==> config.mk <==
export PLATFORM = sky130hd
export DESIGN_NAME = in_order_reorder_buffer_unit
export DESIGN_NICKNAME = d
export VERILOG_FILES = /design/src/iorob_pkg.sv /design/src/iorob_ram.sv /design/src/iorob_ctrl.sv /design/src/iorob_dp.sv /design/src/in_order_reorder_buffer_unit.sv
export SDC_FILE = /design/constraint.sdc
export NUM_CORES = 1
export LEC_CHECK = 0
export BUFFER_PORTS_ARGS = -buffer_cell sky130_fd_sc_hd__clkbuf_2
export CORE_MARGIN = 2
export CORE_UTILIZATION = 50
export DETAILED_ROUTE_END_ITERATION = 10
export GPL_TIMING_DRIVEN = 0
export PLACE_DENSITY = 0.69
export REMOVE_ABC_BUFFERS = 1
export SYNTH_ARGS = -nofsm -noshare
export SYNTH_HDL_FRONTEND = slang
export SYNTH_SLANG_ARGS = --single-unit
==> constraint.sdc <==
create_clock -name clk -period 15.6 [get_ports clk]
set_input_delay 2.34 -clock clk [delete_from_list [all_inputs] [get_ports clk]]
set_output_delay 2.34 -clock clk [all_outputs]
set_load 0.05 [all_outputs]
==> src/iorob_pkg.sv <==
// Package for the in-order reorder buffer: word types, status codes,
// controller states and the command/status bundles between controller and datapath.
// No dependencies.
package iorob_pkg;

	// Input word: one completed frame
	typedef struct packed {
		logic [31:0] seq_id;
		logic [63:0] payload;
	} in_word_t;

	// Result status codes
	typedef enum logic [1:0] {
		STATUS_RELEASED  = 2'd0,
		STATUS_STALE     = 2'd1,
		STATUS_DUPLICATE = 2'd2,
		STATUS_BEYOND    = 2'd3
	} status_t;

	// Output word: one released or rejected frame
	typedef struct packed {
		logic [31:0] out_seq_id;
		logic [63:0] out_payload;
		status_t     status;
		logic        last;
	} out_word_t;

	// Controller states
	typedef enum logic [2:0] {
		ST_IDLE,
		ST_CHECK,
		ST_READ,
		ST_LOAD,
		ST_OUT
	} state_t;

	// Commands from controller to datapath
	typedef struct packed {
		logic capture;      // capture the incoming frame word
		logic classify;     // fix the expected id on the first frame
		logic load_reject;  // load the result register with a reject word
		logic park;         // write the frame into its slot
		logic read_head;    // read the slot at the window head
		logic release_head; // emit head slot, advance window, prefetch next
	} dp_cmd_t;

	// Status from datapath to controller
	typedef struct packed {
		logic reject;   // captured frame cannot be parked
		logic off_zero; // captured frame lands on the window head
		logic last;     // result register holds the final word of this frame
	} dp_sts_t;

endpackage

==> src/iorob_ram.sv <==
// Generic single-write, single-read RAM with registered read data.
// No dependencies.
module iorob_ram #(
	parameter int WIDTH = 64,
	parameter int DEPTH = 16
) (
	input  logic                     clk,
	input  logic                     wr_en,
	input  logic [$clog2(DEPTH)-1:0] wr_addr,
	input  logic [WIDTH-1:0]         wr_data,
	input  logic                     rd_en,
	input  logic [$clog2(DEPTH)-1:0] rd_addr,
	output logic [WIDTH-1:0]         rd_data
);

	logic [WIDTH-1:0] mem_q [DEPTH];
	logic [WIDTH-1:0] rd_data_q;

	always_ff @(posedge clk) begin
		if (wr_en) begin
			mem_q[wr_addr] <= wr_data;
		end
		if (rd_en) begin
			rd_data_q <= mem_q[rd_addr];
		end
	end

	assign rd_data = rd_data_q;

endmodule

==> src/iorob_ctrl.sv <==
// Controller state machine for the in-order reorder buffer.
// Depends on iorob_pkg.
module iorob_ctrl (
	input  logic              clk,
	input  logic              arst_n,
	input  logic              frame_valid,
	output logic              frame_stall,
	output logic              result_valid,
	input  logic              result_stall,
	output iorob_pkg::dp_cmd_t cmd,
	input  iorob_pkg::dp_sts_t sts
);

	import iorob_pkg::*;

	state_t state_q, state_d;

	always_ff @(posedge clk or negedge arst_n) begin
		if (!arst_n) begin
			state_q <= ST_IDLE;
		end else begin
			state_q <= state_d;
		end
	end

	always_comb begin
		state_d      = state_q;
		cmd          = '0;
		frame_stall  = 1'b1;
		result_valid = 1'b0;
		case (state_q)
			ST_IDLE: begin
				frame_stall = 1'b0;
				if (frame_valid) begin
					cmd.capture = 1'b1;
					state_d     = ST_CHECK;
				end
			end
			ST_CHECK: begin
				cmd.classify = 1'b1;
				if (sts.reject) begin
					cmd.load_reject = 1'b1;
					state_d         = ST_OUT;
				end else begin
					cmd.park = 1'b1;
					state_d  = sts.off_zero ? ST_READ : ST_IDLE;
				end
			end
			ST_READ: begin
				cmd.read_head = 1'b1;
				state_d       = ST_LOAD;
			end
			ST_LOAD: begin
				cmd.release_head = 1'b1;
				state_d          = ST_OUT;
			end
			ST_OUT: begin
				result_valid = 1'b1;
				if (!result_stall) begin
					if (sts.last) begin
						state_d = ST_IDLE;
					end else begin
						// next slot was prefetched: load it while the word drains
						cmd.release_head = 1'b1;
					end
				end
			end
			default: begin
				state_d = ST_IDLE;
			end
		endcase
	end

endmodule

==> src/iorob_dp.sv <==
// Datapath for the in-order reorder buffer: window head, slot valid bits,
// expected id, slot payload RAM and the result register.
// Depends on iorob_pkg and iorob_ram.
module iorob_dp #(
	parameter int WINDOW_DEPTH = 16
) (
	input  logic                 clk,
	input  logic                 arst_n,
	input  iorob_pkg::in_word_t  frame,
	output iorob_pkg::out_word_t result,
	input  iorob_pkg::dp_cmd_t   cmd,
	output iorob_pkg::dp_sts_t   sts
);

	import iorob_pkg::*;

	localparam int IW = $clog2(WINDOW_DEPTH);

	in_word_t                frame_q;
	out_word_t               result_q;
	logic [31:0]             expected_q;
	logic                    known_q;
	logic [IW-1:0]           head_q;
	logic [WINDOW_DEPTH-1:0] valid_q;

	logic [31:0]   exp_eff;
	logic [31:0]   off;
	logic          stale;
	logic          beyond;
	logic          dup;
	logic [IW:0]   slot_sum;
	logic [IW-1:0] slot_idx;
	logic [IW-1:0] head_plus1;
	logic [63:0]   rd_data;
	status_t       rej_code;

	// offset of the captured frame from the expected id
	assign exp_eff = known_q ? expected_q : frame_q.seq_id;
	assign off     = frame_q.seq_id - exp_eff;
	assign stale   = off[31];
	assign beyond  = !stale && (off >= 32'(WINDOW_DEPTH));

	// slot = head + offset, wrapped at the window depth
	assign slot_sum = {1'b0, head_q} + {1'b0, off[IW-1:0]};
	assign slot_idx = (slot_sum >= (IW+1)'(WINDOW_DEPTH)) ?
		IW'(slot_sum - (IW+1)'(WINDOW_DEPTH)) : slot_sum[IW-1:0];
	assign head_plus1 = (head_q == IW'(WINDOW_DEPTH - 1)) ? '0 : head_q + IW'(1);

	assign dup = !stale && !beyond && valid_q[slot_idx];

	always_comb begin
		if (stale) begin
			rej_code = STATUS_STALE;
		end else if (beyond) begin
			rej_code = STATUS_BEYOND;
		end else begin
			rej_code = STATUS_DUPLICATE;
		end
	end

	assign sts.reject   = stale || beyond || dup;
	assign sts.off_zero = (off == 32'd0);
	assign sts.last     = result_q.last;

	iorob_ram #(
		.WIDTH(64),
		.DEPTH(WINDOW_DEPTH)
	) u_slot_ram (
		.clk    (clk),
		.wr_en  (cmd.park),
		.wr_addr(slot_idx),
		.wr_data(frame_q.payload),
		.rd_en  (cmd.read_head || cmd.release_head),
		.rd_addr(cmd.release_head ? head_plus1 : head_q),
		.rd_data(rd_data)
	);

	// control state
	always_ff @(posedge clk or negedge arst_n) begin
		if (!arst_n) begin
			expected_q <= '0;
			known_q    <= 1'b0;
			head_q     <= '0;
			valid_q    <= '0;
		end else begin
			if (cmd.classify && !known_q) begin
				expected_q <= frame_q.seq_id;
				known_q    <= 1'b1;
			end
			if (cmd.park) begin
				valid_q[slot_idx] <= 1'b1;
			end
			if (cmd.release_head) begin
				valid_q[head_q] <= 1'b0;
				head_q          <= head_plus1;
				expected_q      <= expected_q + 32'd1;
			end
		end
	end

	// payload registers
	always_ff @(posedge clk) begin
		if (cmd.capture) begin
			frame_q <= frame;
		end
		if (cmd.load_reject) begin
			result_q.out_seq_id  <= frame_q.seq_id;
			result_q.out_payload <= frame_q.payload;
			result_q.status      <= rej_code;
			result_q.last        <= 1'b1;
		end else if (cmd.release_head) begin
			result_q.out_seq_id  <= expected_q;
			result_q.out_payload <= rd_data;
			result_q.status      <= STATUS_RELEASED;
			result_q.last        <= !valid_q[head_plus1];
		end
	end

	assign result = result_q;

endmodule

==> src/in_order_reorder_buffer_unit.sv <==
// Top level of the in-order reorder buffer: controller plus datapath.
// Depends on iorob_pkg, iorob_ctrl, iorob_dp (and iorob_ram through iorob_dp).
//
//  channel  | handshake                   | word
//  ---------+-----------------------------+------------------------------------
//  frame    | frame_valid / frame_stall   | in_word_t: seq_id, payload
//  result   | result_valid / result_stall | out_word_t: id, payload, status, last
//
// A frame that is parked or rejected goes through capture and classify; a reject
// then waits in the result register. A frame that completes the run at the expected
// id then reads the head slot out of the payload RAM (read, load) and emits one
// released word per cycle while the result side does not stall, since the next
// slot is prefetched while the current word drains.
// Reset clears the valid bits, head and expected id at once; no clearing pass.
// A stall on the result side holds the result register and the head pointer;
// the frame side stalls from capture until the frame is parked or its last word is taken.
module in_order_reorder_buffer_unit #(
	parameter int WINDOW_DEPTH = 16
) (
	input  logic                 clk,
	input  logic                 arst_n,
	input  logic                 frame_valid,
	output logic                 frame_stall,
	input  iorob_pkg::in_word_t  frame,
	output logic                 result_valid,
	input  logic                 result_stall,
	output iorob_pkg::out_word_t result
);

	import iorob_pkg::*;

	dp_cmd_t cmd;
	dp_sts_t sts;

	// sequence the capture, classify, park and release steps
	iorob_ctrl u_ctrl (
		.clk         (clk),
		.arst_n      (arst_n),
		.frame_valid (frame_valid),
		.frame_stall (frame_stall),
		.result_valid(result_valid),
		.result_stall(result_stall),
		.cmd         (cmd),
		.sts         (sts)
	);

	// hold the window, the expected id and the result register
	iorob_dp #(
		.WINDOW_DEPTH(WINDOW_DEPTH)
	) u_dp (
		.clk   (clk),
		.arst_n(arst_n),
		.frame (frame),
		.result(result),
		.cmd   (cmd),
		.sts   (sts)
	);

endmodule

== Yosys cells after proc, flatten, opt, wreduce, memory -nomap -nowiden ==
Memory sizes are Yosys's and may differ from the RTL's. A register that Yosys moved wholly into a read port is not among the register bits.
Cells that the tools add are included.
Word-level totals
  bits in registers: 251
  memories kept: 1
  RAM bits: 1024
  logic and storage cells: 92
  input port bits: 100
  output and inout port bits: 101
Memories
  u_dp.u_slot_ram.mem_q: depth 16, width 64, rd ports 1, clocked after Yosys merged registers in 1, write ports 1, RTL line iorob_ram.sv:16  | logic [WIDTH-1:0] mem_q [DEPTH];
Cells by class
  add/sub/neg operators: 5
  bitwise logic cells: 3
  reductions and logical operators: 18
  $lt $le $gt $ge: 7
  eq/ne operators: 8
  multiplexer cells: 39
Operators by type and width (count)
  two-way mux 99 bit: 2
  two-way mux 32 bit: 3
  adder 32 x 1 -> 32 bit, second input constant: 1
  >= comparator 32 x 5 -> 1 bit, second input constant: 1
  logical NOT 32 bit: 1
  two-way mux 16 bit: 2
  subtractor 32 bit: 1
  AND 16 bit: 1
  two-way mux 1 bit: 16
  NOT 16 bit: 1
  bitwise OR 16 bit: 1
  < comparator 4 x 5 -> 1 bit, second input constant: 3
  two-way mux 3 bit: 5
  case mux 3 bit (5 select lines): 1
  two-way mux 4 bit: 3
  binary-select mux 1 bit (select 4 bit): 2
  demux 1 bit (select 4 bit): 2
  >= comparator 4 x 1 -> 1 bit, second input constant: 2
  equality test 3 x 2 -> 1 bit, second input constant: 2
  logical AND 1 bit: 6
  adder 4 x 4 -> 5 bit: 1
  >= comparator 5 bit, second input constant: 1
  adder 4 x 1 -> 4 bit, second input constant: 1
  equality test 4 bit, second input constant: 1
  other kinds (12): 20

== Longest topological paths before layout ==
Gate-level depths: netlist of run 1.
  word-level depth: 14
  depth in mapped cells: 21
  gate-level depth less buffers: 15

== Cells and area by module ==
From an unflattened synthesis of run 1, not the netlist that was laid out.
Unflattened totals
  cell total of the unflattened synthesis: 2741
  area total of the unflattened synthesis: 52995.8 um^2
Modules (own cells, without submodules)
  iorob_ram: seq. area each 32671.3 um^2, instances 1, cells an instance 1647, area an instance 40222.3 um^2
  iorob_dp: seq. area each 7171.9 um^2, instances 1, cells an instance 1072, area an instance 12559.5 um^2
  iorob_ctrl: seq. area each 75.1 um^2, instances 1, cells an instance 22, area an instance 214.0 um^2

== Least setup slack after synthesis of run 1 ==
OpenSTA, ideal clock, no wires.
  path type: register to register
  start point: register u_dp.known_q
  end point: register u_dp.result_q (netlist bit u_dp.result[10]), enable pin
  cell stages (with the launch flop): 18
  setup time: 0.690 ns
  arrival: 10.589 ns
  setup slack: 4.321 ns
  data required time: 14.910 ns
  buffers on the path: 4
  period minus slack after synthesis: 11.279 ns
  path through: dfrtp_1 -> clkbuf_1 -> clkbuf_1 -> o21ai_0 -> ha_1 -> fa_1 -> inv_1 -> ha_1 -> a21o_1 -> a21oi_1 -> xnor2_1 -> xnor2_1 -> nand2b_1 -> buf_1 -> a221oi_1 -> and4_1 -> buf_2 -> o21ai_0
On the way
  longest elaborated chain between the ends: 12
  elaborated cells between the ends (all ways): 19
  those cells by class: add/sub: 3; order compare: 2; mux: 6; reduce/logical: 8
RTL lines
  start, declared: RTL line iorob_dp.sv:22  | logic known_q;
  start signal, assigned: RTL line iorob_dp.sv:82  | known_q <= 1'b0;
  start signal, assigned: RTL line iorob_dp.sv:88  | known_q <= 1'b1;
  two-way mux 32 bit (*): RTL line iorob_dp.sv:38  | assign exp_eff = known_q ? expected_q : frame_q.seq_id;
  subtractor 32 bit (*): RTL line iorob_dp.sv:39  | assign off = frame_q.seq_id - exp_eff;
  adder 4 x 4 -> 5 bit: RTL line iorob_dp.sv:44  | assign slot_sum = {1'b0, head_q} + {1'b0, off[IW-1:0]};
  subtractor 4 x 1 -> 4 bit or >= comparator 5 bit (tied branches): RTL line iorob_dp.sv:46, iorob_dp.sv:45
  two-way mux 4 bit: RTL line iorob_dp.sv:45  | assign slot_idx = (slot_sum >= (IW+1)'(WINDOW_DEPTH)) ?
  binary-select mux 1 bit (select 4 bit): RTL line iorob_dp.sv:49  | assign dup = !stale && !beyond && valid_q[slot_idx];
  two-way mux 1 bit (not written as such): RTL line iorob_dp.sv:49
  logical AND 1 bit: RTL line iorob_dp.sv:49
  logical OR 1 bit (*): RTL line iorob_dp.sv:61  | assign sts.reject = stale || beyond || dup;
  two-way mux 1 bit (*): RTL line iorob_ctrl.sv:41  | if (sts.reject) begin
  two-way mux 3 bit (*): RTL line iorob_ctrl.sv:31  | case (state_q)
  nonzero test 2 bit (no source line) (*)
  end, declared: RTL line iorob_dp.sv:20  | out_word_t result_q;
Mark *: on every way between the ends. The rest lies on a longest branch, timed or not. The select of a mux whose other input is x is not followed.
A chain may end at the register's enable or synchronous reset.

== Final worst setup path of run 1 ==
  start point: register u_dp.known_q
  end point: memory u_dp.u_slot_ram.mem_q[2][12], enable pin
On the way
  longest elaborated chain between the ends: 13
  elaborated cells between the ends (all ways): 20
  those cells by class: add/sub: 3; order compare: 2; mux: 8; reduce/logical: 7
RTL lines
  two-way mux 32 bit (*): RTL line iorob_dp.sv:38
  subtractor 32 bit (*): RTL line iorob_dp.sv:39
  adder 4 x 4 -> 5 bit: RTL line iorob_dp.sv:44
  subtractor 4 x 1 -> 4 bit or >= comparator 5 bit (tied branches): RTL line iorob_dp.sv:46, iorob_dp.sv:45
  two-way mux 4 bit: RTL line iorob_dp.sv:45
  binary-select mux 1 bit (select 4 bit): RTL line iorob_dp.sv:49
  two-way mux 1 bit (not written as such): RTL line iorob_dp.sv:49
  logical AND 1 bit: RTL line iorob_dp.sv:49
  logical OR 1 bit: RTL line iorob_dp.sv:61
  two-way mux 1 bit: RTL line iorob_ctrl.sv:41
  two-way mux 3 bit: RTL line iorob_ctrl.sv:31
  two-way mux 1 bit: RTL line iorob_ram.sv:20  | if (wr_en) begin
  two-way mux 1 bit (not written as such): RTL line iorob_ram.sv:21  | mem_q[wr_addr] <= wr_data;
  end, declared: RTL line iorob_ram.sv:16
Marked as above.

==> summary.md, run 1 <==
| Metric | Value |
|---|---|
| Status | finished clean |
| Worst skew pair latency | 0.75 ns |
| Final period util | 48.2% |
| CTS root buf | clkbuf_16 |
| Synthesis-to-finish area growth | 18.0% |
| Post-synth ARST share | 4.18% |
| Minimum clock period | 7.52 ns |
| Fillers | 7555 |
| Post-Place Setup Slack | 8.15 ns |
| Largest net degree at the start of global routing | 74 |
| Leakage power | 21.7 nW |
| Worst hold endpoint | u_dp.valid_q[3] |
| Synth cell count leaders | edfxtp_1 (1282), mux4_2 (264), nand2_1 (208) |
| Slew @ Worst Pin | 1.25 ns |
| Final wirelength | 131000 microns |
| CTS tree | yes |
| Post-synth EDFFs | 1282 |
| Hold Vio Cnt, Final | 0 |
| Post-route ant nets | 0 |
| CP Data Arrival Time | 7.97 ns |
| Drt wl/cell | 27.2 microns |
| Cell taking the most area after synthesis | edfxtp_1 |
| DP HPWL | 87500 microns |
| Cts repair resizes | 0 |
| Core Area | 107000 sq um |
| Most common flop cell mapped by yosys | edfxtp_1 |
| RSZ-0062 raised after global routing | false |
| Die X | 333 microns |
| Site row count | 120 |
| Cell variety after synth | 81 |
| Hold_buf cts | 0 |
| Sequential fraction of the synthesis area | 73.9% |
| CP Launch Type | register |
| Nets | 3439 |
| PortBufs | 200 |
| Req. time, crit path | 16.05 ns |
| Vias | 29762 |
| FF+latch count, synth | 1339 |
| Vias in the first global route | 30027 |
| Final Max Slew Viols | 0 |
| Number of DRC markers in iteration 0 | 3178 |
| IO Pins | 201 |
| Worst vdd ir | 0.000119 V |
| Post-Route Setup TNS | 0 ns |
| Vias per cell | 6.18 |
| Worst Hold Launch | u_dp.valid_q[3] |
| Remaining Overflow, GRT | 0 |
| Starting density of the core | 50.4% |
| Clk pin slew, worst setup/hold paths | 0.06 ns |
| H-Tree Depth | 4 |
| TritonCTS buffer count | 137 |
| Worst setup startpoint | u_dp.known_q |
| Synth top area cells | edfxtp_1 (71%), mux4_2 (11%), dfrtp_1 (2.6%), a22o_1 (1.5%), nand2_1 (1.4%) |
| Slew headroom | 16.5% |
| Setup Viol. Count Final | 0 |
| Worst R2R Setup Slack | 8.08 ns |
| Clk sinks | 1339 |
| Gr usage total | 23.8% |
| R2R Path Start | u_dp.known_q |
| WS Path Type | reg2reg |
| Drc violations | 0 |
| Gate Count Post-Synth | 2913 |
| Die Y | 333 microns |
| Fraction of layout cells with a size suffix above 1 | 27.1% |
| Mapped cell area | 54000 sq um |
| Drt pass-1 iters | 7 |
| Syn avg cell area | 18.5 sq um |
| R2R cell count | 21 |
| Die ar. | 111000 sq um |
| Reg area | 39900 sq um |
| Clock Path Buffers | 3 |
| Crit path max fanout | 37 |
| PD cells | 142 nW/um^2 |
| Post-CTS setup buffer count | 0 |
| Max capacitance violation total | 0 |
| Most frequent cell after synthesis | edfxtp_1 |
| Hold Path Class | reg2reg |
| Setup slack after layout | 8.08 ns |
| First-pass GRT wire length | 196000 microns |
| Clk_skew | 0.0292 ns |
| Multi-input logic area | 13400 sq um |
| Achievable Freq | 0.133 GHz |
| Worst hold stages | 2 |
| R2R Path End | u_dp.u_slot_ram.mem_q[2][12] |
| Setup crit end kind | register |
| GP Congestion | 0.862 |
| Warnings, synthesis | 0 |
| Top cell type's share of synthesized area | 71.3% |
| Initial antenna violation count | 1 |
==> layer usage <==
layer  vias to the layer above  track usage, %  part of all wire (%)
met1                     15419            34.0                    41
met2                      1372            38.4                    49
met5                         -               0                     0
li1                      12773               -                     -
met3                       198            4.08                   7.8
met4                         0            6.54                   2.2
==> logic make-up (layout without fill, tap and decap cells) <==
group / Yosys count / count (layout) / share of synthesized area, %
and+or+nand+nor: 511 / 511 / 4.80
muxes: 303 / 303 / 11.7
DFF: 1339 / 1339 / 73.9
other: 0 / 1 / 0
AOI/OAI and AO/OA: 508 / 508 / 6.72
buffers and inverters: 195 / 692 / 1.57
adders and majority gates: 41 / 41 / 0.978
xor gates and xnor gates: 16 / 16 / 0.260
==> power by group <==
part	leakage (nW)	switching [W]	total [W]	internal (W)
clock	2.17	0.00136	0.00322	0.00187
combinational	7.20	0.000971	0.00139	0.000414
sequential	12.3	0.000213	0.00445	0.00424
==> registers in the layout, summed over array words and instances (netlist names) <==
register                 count
u_dp.head_q                  4
u_dp.expected_q             32
u_dp.u_slot_ram.rd_data     64
u_dp.u_slot_ram.mem_q     1024
u_dp.result                 99
u_ctrl.state_q               3
u_dp.valid_q                16
u_dp.known_q                 1
u_dp.frame_q                96
==> worst max-delay path, stage by stage (launching register included) <==
cell and delay [ns]:
dfrtp_2 1.00, o21ai_0 0.19, ha_1 0.25, fa_1 0.42
nand2b_1 0.21, a21oi_1 0.39, o31a_1 0.40, nor2_1 0.09
xnor2_1 0.18, a211o_1 0.30, or4b_4 0.55, nor4_4 0.33
nand4b_4 0.44, nor4_2 0.95, buf_4 0.32, buf_6 0.17
buf_4 0.18, buf_4 0.16, buf_4 0.16, buf_4 0.15
buf_4 0.16, buf_4 0.19
==> placed cells by master, fill, tap and decap left out, types with 34 or more instances in the layout <==
| master | synthesis | layout |
|---|---|---|
| o21ai_0 | 48 | 47 |
| clkbuf_16 | 0 | 139 |
| edfxtp_1 | 1282 | 1282 |
| dfrtp_1 | 56 | 55 |
| buf_8 | 0 | 36 |
| nor2_1 | 61 | 58 |
| a21oi_1 | 80 | 79 |
| clkinv_1 | 0 | 34 |
| ha_1 | 39 | 39 |
| clkbuf_2 | 0 | 199 |
| nand2_1 | 208 | 208 |
| buf_6 | 8 | 47 |
| a211oi_1 | 90 | 90 |
| buf_4 | 2 | 72 |
| mux4_2 | 264 | 264 |
| a22o_1 | 95 | 95 |
| a31oi_1 | 82 | 82 |
| mux2i_1 | 38 | 38 |
| buf_12 | 0 | 36 |
| and2_1 | 68 | 68 |
==> cell type report <==
class,count,area share (%)
inverters,23,0.143
clock inverters,85,1.33
well taps,1403,2.75
multi-input cells,1379,21.1
flip-flops and latches,1339,62.6
diodes,1,0.00393
repair buffers,418,6.40
clock buffers,166,5.63
==> worst max path at each step <==
stage / to / cells past startpoint
after floorplan: u_dp.u_slot_ram.rd_data[0] / 7
after global placement: u_dp.u_slot_ram.rd_data[0] / 7
after detailed placement: u_dp.u_slot_ram.mem_q[0][22] / 21
after CTS: u_dp.u_slot_ram.mem_q[0][13] / 21
after global routing: u_dp.u_slot_ram.mem_q[2][12] / 21
final: u_dp.u_slot_ram.mem_q[2][12] / 21
==> through the flow <==
step / area, sq um / hold slack, ns / std cells / total power [W] / util, %
finish: 63700 / 0.516 / 4814 / 0.00906 / 59.5
detailed placement: 59300 / 0.504 / 4561 / 0.00589 / 55.4
global route: 63700 / 0.564 / 4813 / 0.00937 / 59.5
CTS: 63700 / 0.516 / 4812 / 0.00910 / 59.5
floorplan: 53200 / 0.460 / 2741 / 0.00540 / -
global placement: 56000 / 0.489 / 4344 / 0.00586 / 52.3
No activity file was read; power rests on OpenSTA's default activity.
==> run 2, diff against run 1 <==
Settings changed: PLACE_DENSITY 0.69 to 0.71.
Clock period 15.6 ns to 6.61 ns, I/O delays scaled along.
==> summary.md, run 2 (synthesis gave the netlist of run 1 again) <==
| Metric | Value |
|---|---|
| Hold Path Class | in2async |
| Clk pin slew, worst setup/hold paths | 0.06 ns |
| Starting density of the core | 50.4% |
| Initial antenna violation count | 4 |
| Clk_skew | 0.0625 ns |
| First-pass GRT wire length | 198000 microns |
| Worst vdd ir | 0.000264 V |
| Vias per cell | 6.23 |
| Site row count | 120 |
| Remaining Overflow, GRT | 0 |
| Design area | 63800 sq um |
| Clock Path Buffers | 3 |
| Number of flip-flops in the largest register | 1024 |
| CP Launch Type | register |
| Setup crit end kind | register |
| Slew headroom | 16.7% |
| Met3 usage | 4.16% |
| Fraction of layout cells with a size suffix above 1 | 26.9% |
| Fillers | 7569 |
| Req. time, crit path | 7.06 ns |
| PortBufs | 200 |
| Drt pass-1 iters | 5 |
| Placed cell count | 4561 |
| Fin util | 59.6% |
| Final Max Slew Viols | 0 |
| DP HPWL | 87700 microns |
| Status | finished clean |
| Vias in the first global route | 30290 |
| Drt wl/cell | 27.7 microns |
| Met1 usage | 33.5% |
| GP Congestion | 0.856 |
| Post-route ant nets | 0 |
| Hold slack | 0.393 ns |
| Post-DP Area | 59400 sq um |
| RSZ-0062 raised after global routing | false |
| Synthesis-to-finish area growth | 18.2% |
| Nets | 3447 |
| PD cells | 333 nW/um^2 |
| Setup Viol. Count Final | 0 |
| Largest net degree at the start of global routing | 87 |
| Number of DRC markers in iteration 0 | 3313 |
| Post-Route Setup TNS | 0 ns |
| Final wirelength | 133000 microns |
| Core Area | 107000 sq um |
| Die Y | 333 microns |
| Gr usage total | 24.2% |
| CTS root buf | clkbuf_16 |
| Final period util | 95.0% |
| Largest register by flop count | u_dp.u_slot_ram.mem_q |
| Clk sinks | 1339 |
| Crit path max fanout | 22 |
| IO Pins | 201 |
| Busiest grt layer | met2 |
| Slew @ Worst Pin | 1.25 ns |
| Most frequent cells in the layout | edfxtp_1 (1282), mux4_2 (264), nand2_1 (208) |
| TritonCTS buffer count | 137 |
| Achievable Freq | 0.159 GHz |
| Die ar. | 111000 sq um |
| Minimum clock period | 6.28 ns |
| Hold Vio Cnt, Final | 0 |
| Worst skew pair latency | 0.77 ns |
| Drc violations | 0 |
| H-Tree Depth | 4 |
| Leakage power | 21.7 nW |
| Die X | 333 microns |
| Vias | 29995 |
| Max capacitance violation total | 0 |
| WS Path Type | reg2reg |
| Commonest non-fill, non-tap cell in the layout | edfxtp_1 |
| CP Data Arrival Time | 6.73 ns |
| CTS tree | yes |
| Non-Filler Instances | 4817 |
| Grt met2 use | 39.8% |
[run 2: cell types whose count changed in the layout (fill, tap and decap cells not counted), sizes merged]
cell,delta
clkbuf,+9
diode,+1
buf,+8
clkinv,-5
bufinv,-8
clkinvlp,-2
[run 2: critical path: stages, from the launching register on]
cell      delay, ns
dfrtp_4        0.63
buf_12         0.23
nand2_1        0.07
o21a_1         0.14
inv_1          0.05
fa_1           0.58
inv_1          0.09
ha_1           0.27
a21o_1         0.17
a21oi_1        0.17
xnor2_1        0.09
xnor2_1        0.40
nand3_1        0.75
a221oi_1       0.53
and4_1         0.68
nor2_4         0.27
buf_16         0.24
buf_12         0.17
buf_12         0.18
a22o_1         0.25
[run 2: cell type report]
type	instances	area [sq um]	share of cell area [%]
Antenna cell	2	5.00	0.00784
Clock buffer	175	3570	5.60
Clock inverter	70	731	1.15
Inverter	23	91.3	0.143
Multi-Input combinational cell	1379	13500	21.2
Sequential cell	1339	39900	62.6
Tap cell	1403	1760	2.75
Timing Repair Buffer	426	4240	6.64
[run 2: routing by layer]
metal,part of all wire [%],vias to the layer above
li1,-,12770
met1,40,15537
met2,50,1482
met3,8.0,200
met4,2.1,6
met5,0.030,-
[run 2: per-stage QoR]
stage                     worst slack [ns]  power (W)
after global placement              -30.47     0.0138
after CTS                          -0.0939     0.0213
after floorplan                     -18.82     0.0127
after global routing                0.0871     0.0220
after detailed placement            -0.409     0.0139
final                                0.333     0.0212
[run 2: worst paths after layout]
check	from	to	slack, ns	cells past startpoint
setup / recovery	u_dp.known_q	u_dp.result[44]	0.33	19
hold / removal	arst_n	u_dp.head_q[2]	0.39	1
setup reg to reg	u_dp.known_q	u_dp.result[44]	0.33	19
hold reg to reg	u_dp.valid_q[3]	u_dp.valid_q[3]	0.51	2
max in group asynchronous	arst_n	u_dp.known_q	5.58	1
min in group clk	frame[48]	u_dp.frame_q[48]	0.39	1
[run 2: repair_timing]
| item | CTS | global route |
|---|---|---|
| buffers inserted | 3 | 6 |
| gates resized for setup | 2 | 6 |
| hold buffers | 0 | 0 |
| setup endpoints to repair | 265 | 482 |
| pin swaps | 5 | 2 |
[run 2: where the power goes]
part	internal, W	leakage, nW	switching [W]
Combinational	0.000989	7.32	0.00232
Clock	0.00409	2.08	0.00331
Sequential	0.0100	12.3	0.000512
